## src/design/fmbq_pkg.sv

```systemverilog
// fmbq_pkg: shared types and constants of the front/middle/back queue.
// Operation and status codes, controller command bundle, default sizes.
// No dependencies.
package fmbq_pkg;

  localparam int DEF_CAPACITY   = 1024;
  localparam int DEF_DATA_WIDTH = 32;
  localparam int KIND_W         = 3;
  localparam int VALUE_W        = 32;
  localparam int STATUS_W       = 2;

  typedef enum logic [KIND_W-1:0] {
    KIND_PUSH_FRONT,
    KIND_PUSH_MIDDLE,
    KIND_PUSH_BACK,
    KIND_POP_FRONT,
    KIND_POP_MIDDLE,
    KIND_POP_BACK
  } kind_e;

  typedef enum logic [STATUS_W-1:0] {
    ST_DONE,
    ST_EMPTY,
    ST_FULL
  } status_e;

  typedef struct packed {
    logic load;
    logic rd;
    logic wr;
  } fmbq_cmd_t;

endpackage

```

## src/design/fmbq_ctrl.sv

```systemverilog
// fmbq_ctrl: sequencer of the queue, idle / read pass / write pass.
// Depends on fmbq_pkg.
module fmbq_ctrl
  import fmbq_pkg::*;
(
  input  logic      clk_i,
  input  logic      rst_ni,
  input  logic      start_i,
  output logic      busy_o,
  output logic      done_o,
  output fmbq_cmd_t cmd_o
);

  typedef enum logic [1:0] {
    S_IDLE,
    S_READ,
    S_WRITE
  } state_e;

  state_e state_q;
  logic   busy_q;
  logic   done_q;
  logic   load;

  assign load = start_i && !busy_q;

  always_ff @(posedge clk_i or negedge rst_ni) begin
    if (!rst_ni) begin
      state_q <= S_IDLE;
      busy_q  <= 1'b0;
      done_q  <= 1'b0;
    end else begin
      done_q <= (state_q == S_WRITE);
      unique case (state_q)
        S_IDLE: begin
          if (load) begin
            state_q <= S_READ;
            busy_q  <= 1'b1;
          end
        end
        S_READ: begin
          state_q <= S_WRITE;
          busy_q  <= 1'b0;
        end
        S_WRITE: begin
          if (load) begin
            state_q <= S_READ;
            busy_q  <= 1'b1;
          end else begin
            state_q <= S_IDLE;
          end
        end
        default: begin
          state_q <= S_IDLE;
          busy_q  <= 1'b0;
        end
      endcase
    end
  end

  assign cmd_o.load = load;
  assign cmd_o.rd   = (state_q == S_READ);
  assign cmd_o.wr   = (state_q == S_WRITE);
  assign busy_o     = busy_q;
  assign done_o     = done_q;

endmodule

```

## config.mk

```make
export PLATFORM = sky130hd
export DESIGN_NAME = fmbq_ctrl
export DESIGN_NICKNAME = d
export VERILOG_FILES = /design/src/design/fmbq_pkg.sv /design/src/design/fmbq_ctrl.sv
export SDC_FILE = /design/constraint.sdc
export NUM_CORES = 1
export LEC_CHECK = 0
export BUFFER_PORTS_ARGS = -buffer_cell sky130_fd_sc_hd__buf_2
export CAP_MARGIN = 25
export CORE_AREA = 3 3 40 42
export CTS_BUF_LIST = sky130_fd_sc_hd__clkbuf_16
export DETAILED_ROUTE_END_ITERATION = 6
export DIE_AREA = 0 0 43 45
export GPL_ROUTABILITY_DRIVEN = 0
export PLACE_DENSITY = 0.3
export SKIP_LAST_GASP = 1
export SLEW_MARGIN = 10
export SYNTH_ARGS = -nofsm -noshare
export SYNTH_HDL_FRONTEND = slang
export SYNTH_SLANG_ARGS = --single-unit
```

## constraint.sdc

```tcl
create_clock -name clk_i -period 1 [get_ports clk_i]
set_input_delay 0.05 -clock clk_i [delete_from_list [all_inputs] [get_ports clk_i]]
set_output_delay 0.05 -clock clk_i [all_outputs]
set_load 0.005 [all_outputs]
```

Word level (Yosys, flattened, before mapping)
Index checks and enable logic that the tools add are counted.
{"block": "word_totals", "register_bits": 4, "inputBits": 3, "out_inout_bits": 5, "word_cells": 16}
{"block": "classes", "n_eq_ne": 4, "n_mux": 5, "reduce_logical": 4}
{"cell": "case mux 2 bit (3 select lines)", "count": 1}
{"cell": "two-way mux 1 bit", "count": 3}
{"cell": "== test 2 x 1 -> 1 bit (second input constant)", "count": 1}
{"cell": "== test 2 bit (second input constant)", "count": 1}
{"cell": "zero test 2 bit", "count": 1}
{"cell": "two-way mux 2 bit", "count": 1}
{"cell": "inequality test 2 x 1 -> 1 bit (second input constant)", "count": 1}
{"cell": "inequality test 2 bit (second input constant)", "count": 1}
{"cell": "OR reduction 2 bit", "count": 1}
{"cell": "logical AND 1 bit", "count": 1}
{"cell": "zero test 1 bit", "count": 1}

Logic depth before layout (Yosys ltp)
Gate-level depths: netlist (run 1).
{"block": "depth", "depth_word": 4, "depth_mapped": 2, "depth_no_buf": 1}

Least setup slack after synthesis (run 1)
No wires, ideal clock.
{"block": "synth_path", "path_type": "flip-flop to flip-flop", "startpoint": "register busy_q, in the netlist busy_o", "endpoint": "register busy_q, in the netlist busy_o", "setup_ps": 119, "arrival_time_ps": 553, "required_ps": 881, "path_slack_ps": 328, "path_stages_with_launch": 2, "n_path_buf": 0, "period_less_slack_ps": 672, "cell_sequence": "dfrtp_1 > o21ba_1"}
{"block": "synth_via", "elab_chain_len": 3}
{"item": "start, declared", "line": "fmbq_ctrl.sv:21", "source": "logic busy_q;"}
{"item": "start signal, assigned", "line": "fmbq_ctrl.sv:30", "source": "busy_q <= 1'b0;"}
{"item": "start signal, assigned", "line": "fmbq_ctrl.sv:38", "source": "busy_q <= 1'b1;"}
{"item": "start signal, assigned", "line": "fmbq_ctrl.sv:43", "source": "busy_q <= 1'b0;"}
{"item": "zero test 1 bit", "line": "fmbq_ctrl.sv:25", "source": "assign load = start_i && !busy_q;"}
{"item": "logical AND 1 bit", "line": "fmbq_ctrl.sv:25"}
{"item": "inequality test 2 x 1 -> 1 bit (no line)"}
Every way passes these cells.
A chain may end at the register's enable or synchronous reset.

==> flow_results.xml, run 1 <==
<?xml version="1.0" encoding="UTF-8"?>
<metrics>
  <group name="status">
    <metric name="status" unit="">complete, no violations</metric>
  </group>
  <group name="synth">
    <metric name="synthTopCellsByCount" unit="">dfrtp_1 (4), nor2b_1 (4), buf_4 (1), nor3b_1 (1), o21ba_1 (1)</metric>
    <metric name="synth_edf_count" unit="">0</metric>
    <metric name="ys_warn_count" unit="">0</metric>
    <metric name="mappedNetlistArea" unit="sq um">150</metric>
    <metric name="synth_top_flop_cell" unit="">dfrtp_1</metric>
    <metric name="ys_top_cells_by_area" unit="">dfrtp_1 (67%), nor2b_1 (17%), o21ba_1 (6.7%)</metric>
    <metric name="synth.net_count" unit="">14</metric>
    <metric name="area_share_of_the_leading_cell_type_in_the_synthesized_netlist" unit="">0.667</metric>
    <metric name="postSynthCellCount" unit="">11</metric>
    <metric name="synth.distinct_cells" unit="">5</metric>
    <metric name="synth.largest_area_cell" unit="">dfrtp_1</metric>
    <metric name="synth-seq-area-share" unit="">0.667</metric>
    <metric name="synth.ff_latch_count" unit="">4</metric>
    <metric name="asyncSetResetFlopFracSynth" unit="">1.00</metric>
    <metric name="synth.avg_cell_area" unit="sq um">13.6</metric>
  </group>
  <group name="timing">
    <metric name="fmaxAchievable" unit="MHz">1060</metric>
    <metric name="final_hold_violating_endpoints" unit="">0</metric>
    <metric name="worst_slack" unit="ps">54.7</metric>
    <metric name="timing.final.max_slew_violations" unit="">0</metric>
    <metric name="setup_repair_after_global_routing_missed_its_margin" unit="">no</metric>
    <metric name="setup_viol_count_final" unit="">0</metric>
    <metric name="timing.final.crit_share" unit="">0.945</metric>
    <metric name="final_tns_setup" unit="ps">0</metric>
    <metric name="finClkSkew" unit="ps">1.18</metric>
    <metric name="worst_hold_margin" unit="ps">69.5</metric>
    <metric name="worst_pin_slew" unit="ps">156</metric>
    <metric name="timing.max_slew.rel_slack" unit="">0.896</metric>
    <metric name="timing.final.crit_period" unit="ps">945</metric>
  </group>
  <group name="cells_and_area">
    <metric name="post-route-cell-area" unit="sq um">284</metric>
    <metric name="areaGrowthSynthToFinish" unit="%">89.2</metric>
    <metric name="multi_input_comb_area" unit="sq um">45.0</metric>
    <metric name="antennaDiodeCount" unit="">0</metric>
    <metric name="n_fill_cell" unit="">141</metric>
    <metric name="fin_cells" unit="">36</metric>
    <metric name="layout.nets" unit="">26</metric>
    <metric name="finish.utilization" unit="">0.221</metric>
    <metric name="final_layout_size_suffix_gt1_frac" unit="">0.524</metric>
    <metric name="register_area" unit="sq um">100</metric>
  </group>
  <group name="floorplanning">
    <metric name="initial_utilization" unit="">0.117</metric>
    <metric name="vertical_die_dimension" unit="um">45</metric>
    <metric name="rows" unit="">13</metric>
    <metric name="core-area" unit="sq um">1280</metric>
    <metric name="floorplan.io_pins" unit="">8</metric>
    <metric name="die_w" unit="um">43</metric>
    <metric name="die_area" unit="sq um">1940</metric>
  </group>
  <group name="critical_path">
    <metric name="worst_r2r_endpoint" unit="">state_q[0]</metric>
    <metric name="timing.setup.critical_path_class" unit="">register to output port</metric>
    <metric name="setup.worst_path.start_class" unit="">register</metric>
    <metric name="end_kind" unit="">output port</metric>
    <metric name="cp_data_required_time" unit="ps">950</metric>
    <metric name="r2r-start" unit="">state_q[0]</metric>
    <metric name="worst-path-max-fanout" unit="">5</metric>
    <metric name="rrSetupSlack" unit="ps">300</metric>
    <metric name="critical_path_arrival" unit="ps">900</metric>
    <metric name="ff2ff_path_depth" unit="">1</metric>
  </group>
  <group name="route">
    <metric name="detailroute.via_count" unit="">117</metric>
    <metric name="route.antenna.remaining_nets" unit="">0</metric>
    <metric name="routed_wire_length" unit="um">310</metric>
    <metric name="wl_met2" unit="um">162</metric>
    <metric name="met3_wl_post_dr" unit="um">38</metric>
    <metric name="route.detailed.drc" unit="">0</metric>
    <metric name="post_route_m1_wl" unit="um">81</metric>
    <metric name="routed_via_density" unit="">3.25</metric>
    <metric name="drt_iter0_markers" unit="">0</metric>
    <metric name="average_wire_length_per_cell_after_detail_routing" unit="um">8.61</metric>
    <metric name="drt_pre_antenna_iters" unit="">1</metric>
    <metric name="routed.top_layer" unit="">met4</metric>
  </group>
  <group name="clock_tree">
    <metric name="cts.clk_slew.worst_paths" unit="ps">30</metric>
    <metric name="cts-htree-levels" unit="">1</metric>
    <metric name="clk_path_buf_depth" unit="">2</metric>
    <metric name="tritoncts_clock_tree" unit="">yes</metric>
    <metric name="cts_root_buf" unit="">clkbuf_16</metric>
    <metric name="tritoncts.num_buffers" unit="">3</metric>
    <metric name="worstSkewPairLatency" unit="ps">230</metric>
    <metric name="clock_sink_count" unit="">4</metric>
  </group>
  <group name="worst_hold_path">
    <metric name="timing.hold.worst_endpoint" unit="">busy_o</metric>
    <metric name="min-delay-start" unit="">start_i</metric>
    <metric name="worst_hold_path_type" unit="">input pin to register</metric>
    <metric name="whs_path_depth" unit="">2</metric>
  </group>
  <group name="power_and_ir_drop">
    <metric name="total_leakage_power" unit="nW">0.142</metric>
    <metric name="worst_ir_drop_vdd" unit="mV">0.733</metric>
    <metric name="pwr_per_cell_area" unit="nW/um^2">3070</metric>
    <metric name="totalPowerFinal" unit="mW">0.872</metric>
  </group>
  <group name="placement">
    <metric name="placement.io_buffers" unit="">7</metric>
    <metric name="placed_cells" unit="">32</metric>
    <metric name="place_ws" unit="ps">270</metric>
    <metric name="postPlaceCellArea" unit="sq um">196</metric>
  </group>
  <group name="global_routing">
    <metric name="track_usage" unit="">0.0502</metric>
    <metric name="global_route_wire_length_before_repair" unit="um">517</metric>
    <metric name="pin_count_of_the_biggest_net_entering_global_routing" unit="">6</metric>
    <metric name="first_global_vias" unit="">124</metric>
    <metric name="grt.overflow.total" unit="">0</metric>
    <metric name="antenna_found_initial" unit="">0</metric>
  </group>
  <group name="job">
    <metric name="max_cap_violations" unit="">0</metric>
  </group>
</metrics>
[placed cells by master (no fill, tap or decap), drive strengths merged]
cell type,instances
buf,7
dfrtp,4
o21ba,1
nor3b,1
dlygate4sd3,1
nor2b,4
clkbuf,3
[worst max-delay path: stages (launching register included)]
cell and delay (ps):
dfrtp_1 410, nor2b_1 140, buf_2 120
[sequential cells by signal, summed over array words and instances, names as in the netlist]
name / cells
state_q: 2
busy_o: 1
done_o: 1
[repair_timing]
action,4_1_cts,5_1_grt
hold endpoints to repair,4,0
hold buffers,1,0
resized for setup,0,1
setup buffers,0,0
setup endpoints to repair,0,1
[layout make-up]
type                    count  share of cell area
repair buffers              8               0.159
flip-flops and latches      4               0.352
multi-input cells           6               0.159
well taps                  15              0.0661
clock buffers               3               0.264
[worst max path at each step]
stage / start / end / slack (ps) / cells after the start
after CTS: state_q[0] / cmd_o[0] / 30 / 2
after global placement: state_q[0] / cmd_o[0] / 280 / 2
after global routing: state_q[0] / cmd_o[1] / 4 / 2
after detailed placement: state_q[0] / cmd_o[0] / 270 / 2
after floorplan: busy_o / busy_o / 330 / 1
final: state_q[0] / cmd_o[1] / 50 / 2
[cell families after synthesis]
| group | after synthesis | synth area share |
|---|---|---|
| AND/OR/NAND/NOR | 5 | 0.217 |
| flip-flops | 4 | 0.667 |
| AO/OA/AOI/OAI | 1 | 0.0667 |
| buffers and inverters | 1 | 0.0500 |
[where the power goes]
group	leakage, nW	total, mW	internal (mW)	switching (mW)
sequential	0.0508	0.194	0.180	0.0141
clock	0.0370	0.625	0.511	0.114
combinational	0.0546	0.0521	0.0326	0.0195
total	0.142	0.872	0.724	0.148
[routing by layer]
metal | vias up | global-route usage
met5 | - | 0
met4 | 0 | 0.108
met3 | 3 | 0.0518
met2 | 5 | 0.0539
met1 | 55 | 0.0268
li1 | 54 | -
Power figures use the tool's default switching activity.
==> inputs of run 2 (changes only) <==
--- a/config.mk
+++ b/config.mk
@@ -5,6 +5,7 @@
 export SDC_FILE = /design/constraint.sdc
 export NUM_CORES = 1
 export LEC_CHECK = 0
+export ABC_AREA = 1
 export BUFFER_PORTS_ARGS = -buffer_cell sky130_fd_sc_hd__buf_2
 export CAP_MARGIN = 25
 export CORE_AREA = 3 3 40 42
@@ -13,6 +14,7 @@
 export DIE_AREA = 0 0 43 45
 export GPL_ROUTABILITY_DRIVEN = 0
 export PLACE_DENSITY = 0.3
+export REMOVE_ABC_BUFFERS = 1
 export SKIP_LAST_GASP = 1
 export SLEW_MARGIN = 10
 export SYNTH_ARGS = -nofsm -noshare
==> constraint.sdc (replaced) <==
create_clock -name clk_i -period 1 [get_ports clk_i]
set_input_delay 0.05 -clock clk_i [delete_from_list [all_inputs] [get_ports clk_i]]
set_output_delay 0.05 -clock clk_i [all_outputs]
set_load 0.01 [all_outputs]
==> run 2 against run 1 <==
- total power is essentially flat
- sequential cell count did not move
- critical path type unchanged
- global-route usage down 0.75 points
==> flow_results.xml, run 2 <==
<?xml version="1.0" encoding="UTF-8"?>
<metrics>
  <group name="critical_path">
    <metric name="slowest_stage" unit="">dfrtp_1</metric>
    <metric name="cp_data_required_time" unit="ps">950</metric>
    <metric name="path_buf_inv" unit="">2</metric>
    <metric name="worst-path-max-fanout" unit="">3</metric>
    <metric name="timing.setup.critical_path_class" unit="">register to output port</metric>
    <metric name="crit_path_cell_trace" unit="">inv_1, nor2_2, buf_2</metric>
    <metric name="setup.worst_path.start_class" unit="">register</metric>
    <metric name="end_kind" unit="">output port</metric>
    <metric name="critical_path_arrival" unit="ps">900</metric>
    <metric name="biggest_cell_delay_along_the_critical_path" unit="ps">360</metric>
    <metric name="critical-path-top-delay-family" unit="">flip-flops</metric>
  </group>
  <group name="timing">
    <metric name="timing.final.crit_period" unit="ps">945</metric>
    <metric name="timing.max_slew.rel_slack" unit="">0.897</metric>
    <metric name="finClkSkew" unit="ps">0.959</metric>
    <metric name="final_tns_setup" unit="ps">0</metric>
    <metric name="final_hold_violating_endpoints" unit="">0</metric>
    <metric name="worst_pin_slew" unit="ps">155</metric>
    <metric name="timing.final.max_slew_violations" unit="">0</metric>
    <metric name="setup_repair_after_global_routing_missed_its_margin" unit="">yes</metric>
    <metric name="setup_viol_count_final" unit="">0</metric>
    <metric name="worst_slack" unit="ps">54.5</metric>
    <metric name="timing.final.crit_share" unit="">0.945</metric>
    <metric name="fmaxAchievable" unit="MHz">1060</metric>
  </group>
  <group name="global_routing">
    <metric name="global_route.usage.met2" unit="">0.0299</metric>
    <metric name="track_usage" unit="">0.0427</metric>
    <metric name="antenna_found_initial" unit="">0</metric>
    <metric name="gr-max-usage-layer" unit="">met3</metric>
    <metric name="first_global_vias" unit="">108</metric>
    <metric name="pin_count_of_the_biggest_net_entering_global_routing" unit="">5</metric>
    <metric name="grt.overflow.total" unit="">0</metric>
    <metric name="grt.met1_usage" unit="">0.0513</metric>
    <metric name="grtUsageMet3" unit="">0.0677</metric>
    <metric name="global_route_wire_length_before_repair" unit="um">496</metric>
  </group>
  <group name="clock_tree">
    <metric name="tritoncts_clock_tree" unit="">yes</metric>
    <metric name="tritoncts.num_buffers" unit="">3</metric>
    <metric name="cts_post_setup_buffers_inserted" unit="">0</metric>
    <metric name="cts.clk_slew.worst_paths" unit="ps">30</metric>
    <metric name="clk_path_buf_depth" unit="">2</metric>
    <metric name="cts-htree-levels" unit="">1</metric>
    <metric name="cts_root_buf" unit="">clkbuf_16</metric>
    <metric name="clock_sink_count" unit="">4</metric>
    <metric name="worstSkewPairLatency" unit="ps">220</metric>
  </group>
  <group name="floorplanning">
    <metric name="die_area" unit="sq um">1940</metric>
    <metric name="die_w" unit="um">43</metric>
    <metric name="core-area" unit="sq um">1280</metric>
    <metric name="floorplan.io_pins" unit="">8</metric>
    <metric name="vertical_die_dimension" unit="um">45</metric>
    <metric name="rows" unit="">13</metric>
    <metric name="initial_utilization" unit="">0.116</metric>
  </group>
  <group name="cells_and_area">
    <metric name="layout.nets" unit="">31</metric>
    <metric name="final_layout_size_suffix_gt1_frac" unit="">0.500</metric>
    <metric name="fin_cells" unit="">41</metric>
    <metric name="n_fill_cell" unit="">133</metric>
    <metric name="areaGrowthSynthToFinish" unit="%">91.6</metric>
    <metric name="antennaDiodeCount" unit="">0</metric>
    <metric name="largest-register" unit="">state_q</metric>
    <metric name="commonest_non_fill_non_tap_cells_in_the_layout" unit="">buf_2 (7), nor2_1 (4), dfrtp_1 (4)</metric>
    <metric name="largest_reg_flops" unit="">2</metric>
    <metric name="final_common_cell" unit="">buf_2</metric>
  </group>
  <group name="synth">
    <metric name="synth.ff_latch_count" unit="">4</metric>
    <metric name="synth_top_flop_cell" unit="">dfrtp_1</metric>
    <metric name="multiplexer_share_of_the_synthesized_area" unit="">0</metric>
    <metric name="synth-adder-area-share" unit="">0</metric>
    <metric name="ys_top_cells_by_area" unit="">dfrtp_1 (67%), nor2_1 (15%), inv_1 (7.6%)</metric>
    <metric name="synth_edf_count" unit="">0</metric>
    <metric name="postSynthCellCount" unit="">16</metric>
    <metric name="mappedNetlistArea" unit="sq um">149</metric>
    <metric name="synth_compound_gate_area_share" unit="">0</metric>
    <metric name="synth.avg_cell_area" unit="sq um">9.31</metric>
    <metric name="area_share_of_the_leading_cell_type_in_the_synthesized_netlist" unit="">0.672</metric>
    <metric name="synth.largest_area_cell" unit="">dfrtp_1</metric>
    <metric name="asyncSetResetFlopFracSynth" unit="">1.00</metric>
    <metric name="synthTopCellsByCount" unit="">nor2_1 (6), dfrtp_1 (4), inv_1 (3)</metric>
    <metric name="synth_xor_xnor_area_share" unit="">0</metric>
    <metric name="synth.distinct_cells" unit="">6</metric>
    <metric name="ys_warn_count" unit="">0</metric>
    <metric name="synth_simple_gate_area_share" unit="">0.176</metric>
    <metric name="yosys.cell_count.top_type" unit="">nor2_1</metric>
    <metric name="synth-seq-area-share" unit="">0.672</metric>
    <metric name="synth_top_family_by_area" unit="">simple AND/OR/NAND/NOR gates</metric>
  </group>
  <group name="placement">
    <metric name="place_ws" unit="ps">247</metric>
    <metric name="placed_cells" unit="">37</metric>
    <metric name="placement.io_buffers" unit="">7</metric>
    <metric name="dp_hpwl" unit="um">237</metric>
  </group>
  <group name="route">
    <metric name="route.antenna.remaining_nets" unit="">0</metric>
    <metric name="drt_pre_antenna_iters" unit="">4</metric>
    <metric name="average_wire_length_per_cell_after_detail_routing" unit="um">7.98</metric>
    <metric name="drt_iter0_markers" unit="">5</metric>
    <metric name="route.detailed.drc" unit="">0</metric>
    <metric name="routed_wire_length" unit="um">327</metric>
    <metric name="routed_via_density" unit="">2.95</metric>
    <metric name="detailroute.via_count" unit="">121</metric>
  </group>
  <group name="status">
    <metric name="status" unit="">complete, no violations</metric>
  </group>
  <group name="power_and_ir_drop">
    <metric name="pwr_per_cell_area" unit="nW/um^2">3050</metric>
    <metric name="total_leakage_power" unit="nW">0.162</metric>
    <metric name="worst_ir_drop_vdd" unit="mV">0.911</metric>
  </group>
  <group name="job">
    <metric name="max_cap_violations" unit="">0</metric>
  </group>
  <group name="worst_hold_path">
    <metric name="worst_hold_path_type" unit="">input pin to register</metric>
  </group>
</metrics>
-- run 2: final cells by class --
type,count,area [sq um],area share
flip-flops and latches,4,100,0.351
clock buffers,3,75.1,0.263
repair buffers,8,45.0,0.158
multi-input cells,7,31.3,0.110
well taps,15,18.8,0.0658
inverters,4,15.0,0.0526
-- run 2: worst paths after layout --
| kind | from | to | slack, ps | depth (start not counted) |
|---|---|---|---|---|
| worst min-delay path | start_i | busy_o | 80 | 3 |
| worst max register to register | state_q[0] | state_q[1] | 360 | 2 |
| worst max-delay path | state_q[1] | cmd_o[0] | 50 | 3 |
| min in group asynchronous | rst_ni | busy_o | 170 | 2 |
| max in group asynchronous | rst_ni | state_q[1] | 710 | 2 |
| worst min register to register | state_q[1] | state_q[1] | 460 | 1 |
-- run 2: cell families after synthesis --
logic type	Yosys count
buf+inv	5
simple gates	7
flops	4
-- run 2: per-layer routing --
metal / part of all wire / up-vias
met5: 0 / -
met4: 0 / 0
met3: 0.22 / 0
met2: 0.29 / 10
met1: 0.49 / 48
li1: - / 63
-- run 2: per-stage QoR --
| stage | hold slack [ps] | power (mW) | cell area (sq um) | util |
|---|---|---|---|---|
| 2_1_floorplan | -246 | 0.218 | 141 | - |
| 3_3_place_gp | -143 | 0.245 | 195 | 0.152 |
| 3_5_place_dp | -140 | 0.248 | 195 | 0.152 |
| 4_1_cts | 83.6 | 0.879 | 280 | 0.218 |
| 5_1_grt | 123 | 0.910 | 285 | 0.222 |
| 6_report | 78.3 | 0.871 | 285 | 0.222 |
-- run 2: worst reg2reg max path: stages, from the launching register on --
cell     delay, ps
dfrtp_1        410
inv_2           80
nor2_1          40
-- run 2: report_power, final --
group          internal, mW  total, mW  switching [mW]
registers             0.179      0.190          0.0113
clock network         0.511      0.620           0.109
logic                0.0266     0.0611          0.0345
-- run 2: timing repair --
action / in CTS / in global routing
endpoints found under the setup margin: 0 / 1
hold buffers: 1 / 0
endpoints found under the hold margin: 4 / 0
resized for setup: 0 / 2
==> inputs of run 3 (changes only) <==
--- a/config.mk
+++ b/config.mk
@@ -5,7 +5,6 @@
 export SDC_FILE = /design/constraint.sdc
 export NUM_CORES = 1
 export LEC_CHECK = 0
-export ABC_AREA = 1
 export BUFFER_PORTS_ARGS = -buffer_cell sky130_fd_sc_hd__buf_2
 export CAP_MARGIN = 25
 export CORE_AREA = 3 3 40 42
@@ -13,6 +12,7 @@
 export DETAILED_ROUTE_END_ITERATION = 6
 export DIE_AREA = 0 0 43 45
 export GPL_ROUTABILITY_DRIVEN = 0
+export GPL_TIMING_DRIVEN = 0
 export PLACE_DENSITY = 0.3
 export REMOVE_ABC_BUFFERS = 1
 export SKIP_LAST_GASP = 1
==> run 3 against run 2 <==
- utilization is 1.1 points higher
- total power increased by 2.1%
- largest cell class unchanged
- clock-buffer cell count did not move
==> flow_results.xml, run 3 (synthesis gave the netlist of run 1 again) <==
<?xml version="1.0" encoding="UTF-8"?>
<metrics>
  <group name="cells_and_area">
    <metric name="layout.nets" unit="">28</metric>
    <metric name="fin_cells" unit="">38</metric>
    <metric name="multi_input_comb_area" unit="sq um">45.0</metric>
    <metric name="antennaDiodeCount" unit="">0</metric>
    <metric name="largest_reg_flops" unit="">2</metric>
    <metric name="n_fill_cell" unit="">138</metric>
    <metric name="areaGrowthSynthToFinish" unit="%">99.2</metric>
    <metric name="commonest_non_fill_non_tap_cells_in_the_layout" unit="">buf_2 (7), dfrtp_1 (4), nor2b_1 (3), clkbuf_16 (3), buf_4 (2)</metric>
    <metric name="final_layout_size_suffix_gt1_frac" unit="">0.565</metric>
    <metric name="register_area" unit="sq um">100</metric>
    <metric name="largest-register" unit="">state_q</metric>
    <metric name="final_common_cell" unit="">buf_2</metric>
  </group>
  <group name="floorplanning">
    <metric name="rows" unit="">13</metric>
    <metric name="die_area" unit="sq um">1940</metric>
    <metric name="floorplan.io_pins" unit="">8</metric>
    <metric name="die_w" unit="um">43</metric>
    <metric name="initial_utilization" unit="">0.117</metric>
    <metric name="vertical_die_dimension" unit="um">45</metric>
    <metric name="core-area" unit="sq um">1280</metric>
  </group>
  <group name="power_and_ir_drop">
    <metric name="total_leakage_power" unit="nW">0.152</metric>
    <metric name="p_sw_frac" unit="">0.172</metric>
    <metric name="pwr_per_cell_area" unit="nW/um^2">2970</metric>
    <metric name="pwr-share-clk" unit="">0.695</metric>
    <metric name="seq_power_share" unit="">0.216</metric>
    <metric name="worst_ir_drop_vdd" unit="mV">1.48</metric>
    <metric name="cellInternalPower" unit="mW">0.736</metric>
    <metric name="combinationalPowerShare" unit="">0.089</metric>
    <metric name="total_switching_power" unit="mW">0.153</metric>
  </group>
  <group name="global_routing">
    <metric name="first_global_vias" unit="">130</metric>
    <metric name="grt.overflow.total" unit="">0</metric>
    <metric name="pin_count_of_the_biggest_net_entering_global_routing" unit="">6</metric>
    <metric name="antenna_found_initial" unit="">0</metric>
    <metric name="track_usage" unit="">0.0485</metric>
    <metric name="global_route_wire_length_before_repair" unit="um">558</metric>
  </group>
  <group name="clock_tree">
    <metric name="cts.clk_slew.worst_paths" unit="ps">30</metric>
    <metric name="clk_path_buf_depth" unit="">2</metric>
    <metric name="tritoncts_clock_tree" unit="">yes</metric>
    <metric name="cts-htree-levels" unit="">1</metric>
    <metric name="clock_sink_count" unit="">4</metric>
    <metric name="cts_root_buf" unit="">clkbuf_16</metric>
    <metric name="worstSkewPairLatency" unit="ps">220</metric>
    <metric name="tritoncts.num_buffers" unit="">3</metric>
  </group>
  <group name="route">
    <metric name="drt_iter0_markers" unit="">0</metric>
    <metric name="route.antenna.remaining_nets" unit="">0</metric>
    <metric name="routed_via_density" unit="">3.32</metric>
    <metric name="routed_wire_length" unit="um">357</metric>
    <metric name="route.detailed.drc" unit="">0</metric>
    <metric name="average_wire_length_per_cell_after_detail_routing" unit="um">9.39</metric>
    <metric name="drt_pre_antenna_iters" unit="">1</metric>
    <metric name="detailroute.via_count" unit="">126</metric>
  </group>
  <group name="critical_path">
    <metric name="worst_r2r_endpoint" unit="">state_q[0]</metric>
    <metric name="setup.worst_path.start_class" unit="">register</metric>
    <metric name="critical_path_arrival" unit="ps">890</metric>
    <metric name="timing.setup.critical_path_class" unit="">register to output port</metric>
    <metric name="worst-path-max-fanout" unit="">3</metric>
    <metric name="rrSetupSlack" unit="ps">170</metric>
    <metric name="end_kind" unit="">output port</metric>
    <metric name="crit_path_cell_trace" unit="">nor2b_2, buf_2</metric>
    <metric name="path_buf_inv" unit="">1</metric>
    <metric name="r2r-start" unit="">state_q[0]</metric>
    <metric name="critical-path-top-delay-family" unit="">flip-flops</metric>
    <metric name="ff2ff_path_depth" unit="">2</metric>
    <metric name="biggest_cell_delay_along_the_critical_path" unit="ps">370</metric>
    <metric name="cp_data_required_time" unit="ps">950</metric>
    <metric name="slowest_stage" unit="">dfrtp_1</metric>
  </group>
  <group name="placement">
    <metric name="placed_cells" unit="">32</metric>
    <metric name="place_ws" unit="ps">245</metric>
    <metric name="placement.io_buffers" unit="">7</metric>
  </group>
  <group name="job">
    <metric name="max_cap_violations" unit="">0</metric>
  </group>
  <group name="timing">
    <metric name="timing.final.max_slew_violations" unit="">0</metric>
    <metric name="final_hold_violating_endpoints" unit="">0</metric>
    <metric name="worst_pin_slew" unit="ps">179</metric>
    <metric name="fmaxAchievable" unit="MHz">1060</metric>
    <metric name="timing.max_slew.rel_slack" unit="">0.880</metric>
    <metric name="setup_viol_count_final" unit="">0</metric>
    <metric name="worst_slack" unit="ps">59.0</metric>
    <metric name="final_tns_setup" unit="ps">0</metric>
    <metric name="timing.final.crit_period" unit="ps">941</metric>
    <metric name="timing.final.crit_share" unit="">0.941</metric>
    <metric name="finClkSkew" unit="ps">3.02</metric>
  </group>
  <group name="worst_hold_path">
    <metric name="min-delay-start" unit="">start_i</metric>
    <metric name="timing.hold.worst_endpoint" unit="">busy_o</metric>
    <metric name="worst_hold_path_type" unit="">input pin to register</metric>
    <metric name="whs_path_depth" unit="">2</metric>
  </group>
  <group name="status">
    <metric name="status" unit="">complete, no violations</metric>
  </group>
</metrics>
-- run 3: cell types whose count changed in the layout (fill, tap and decap cells not counted), moves of 2 or more --
cell     previous run  this run
buf_4               0         2
inv_1               3         0
nor2_1              4         0
nor2_2              2         0
nor2b_1             0         3
-- run 3: area by class of cell --
| class | instances | share of cell area |
|---|---|---|
| flip-flops and latches | 4 | 0.335 |
| clock buffers | 3 | 0.251 |
| repair buffers | 10 | 0.201 |
| multi-input cells | 6 | 0.151 |
| well taps | 15 | 0.0628 |
-- run 3: metal layers --
layer  part of all wire  GRT usage  vias to the layer above
met2               0.35     0.0509                       10
met1               0.43     0.0462                       56
met5                  0          0                        -
met3               0.21     0.0757                        2
met4              0.011     0.0181                        0
li1                   -          -                       58
-- run 3: timing repair --
item                                    in CTS  in global routing
endpoints found under the setup margin       0                  2
resized for setup                            0                  1
endpoints found under the hold margin        4                  0
setup buffers                                0                  2
hold buffers                                 1                  0
-- run 3: worst max path at each step --
stage	endpoint	start	slack (ps)	cells after the start
after floorplan	done_o	state_q[0]	290	1
after global placement	cmd_o[0]	state_q[0]	270	2
after detailed placement	cmd_o[0]	state_q[0]	240	2
after CTS	cmd_o[0]	state_q[0]	10	2
after global routing	cmd_o[0]	state_q[0]	-7	2
final	cmd_o[0]	state_q[1]	60	2
-- run 3: through the flow --
stage | utilization | cell area [sq um] | hold slack [ps] | total power [mW]
2_1_floorplan | - | 143 | -246 | 0.223
3_3_place_gp | 0.153 | 196 | -143 | 0.253
3_5_place_dp | 0.153 | 196 | -140 | 0.255
4_1_cts | 0.219 | 282 | 89.7 | 0.889
5_1_grt | 0.233 | 299 | 111 | 0.932
6_report | 0.233 | 299 | 87.6 | 0.889
-- run 3: power by group through the flow --
stage	logic, mW	registers [mW]	clock network (mW)
after floorplan	0.0243	0.199	0
after global placement	0.0579	0.195	0
after detailed placement	0.0590	0.196	0
after CTS	0.0626	0.195	0.631
after global routing	0.0874	0.197	0.647
final	0.0788	0.192	0.618
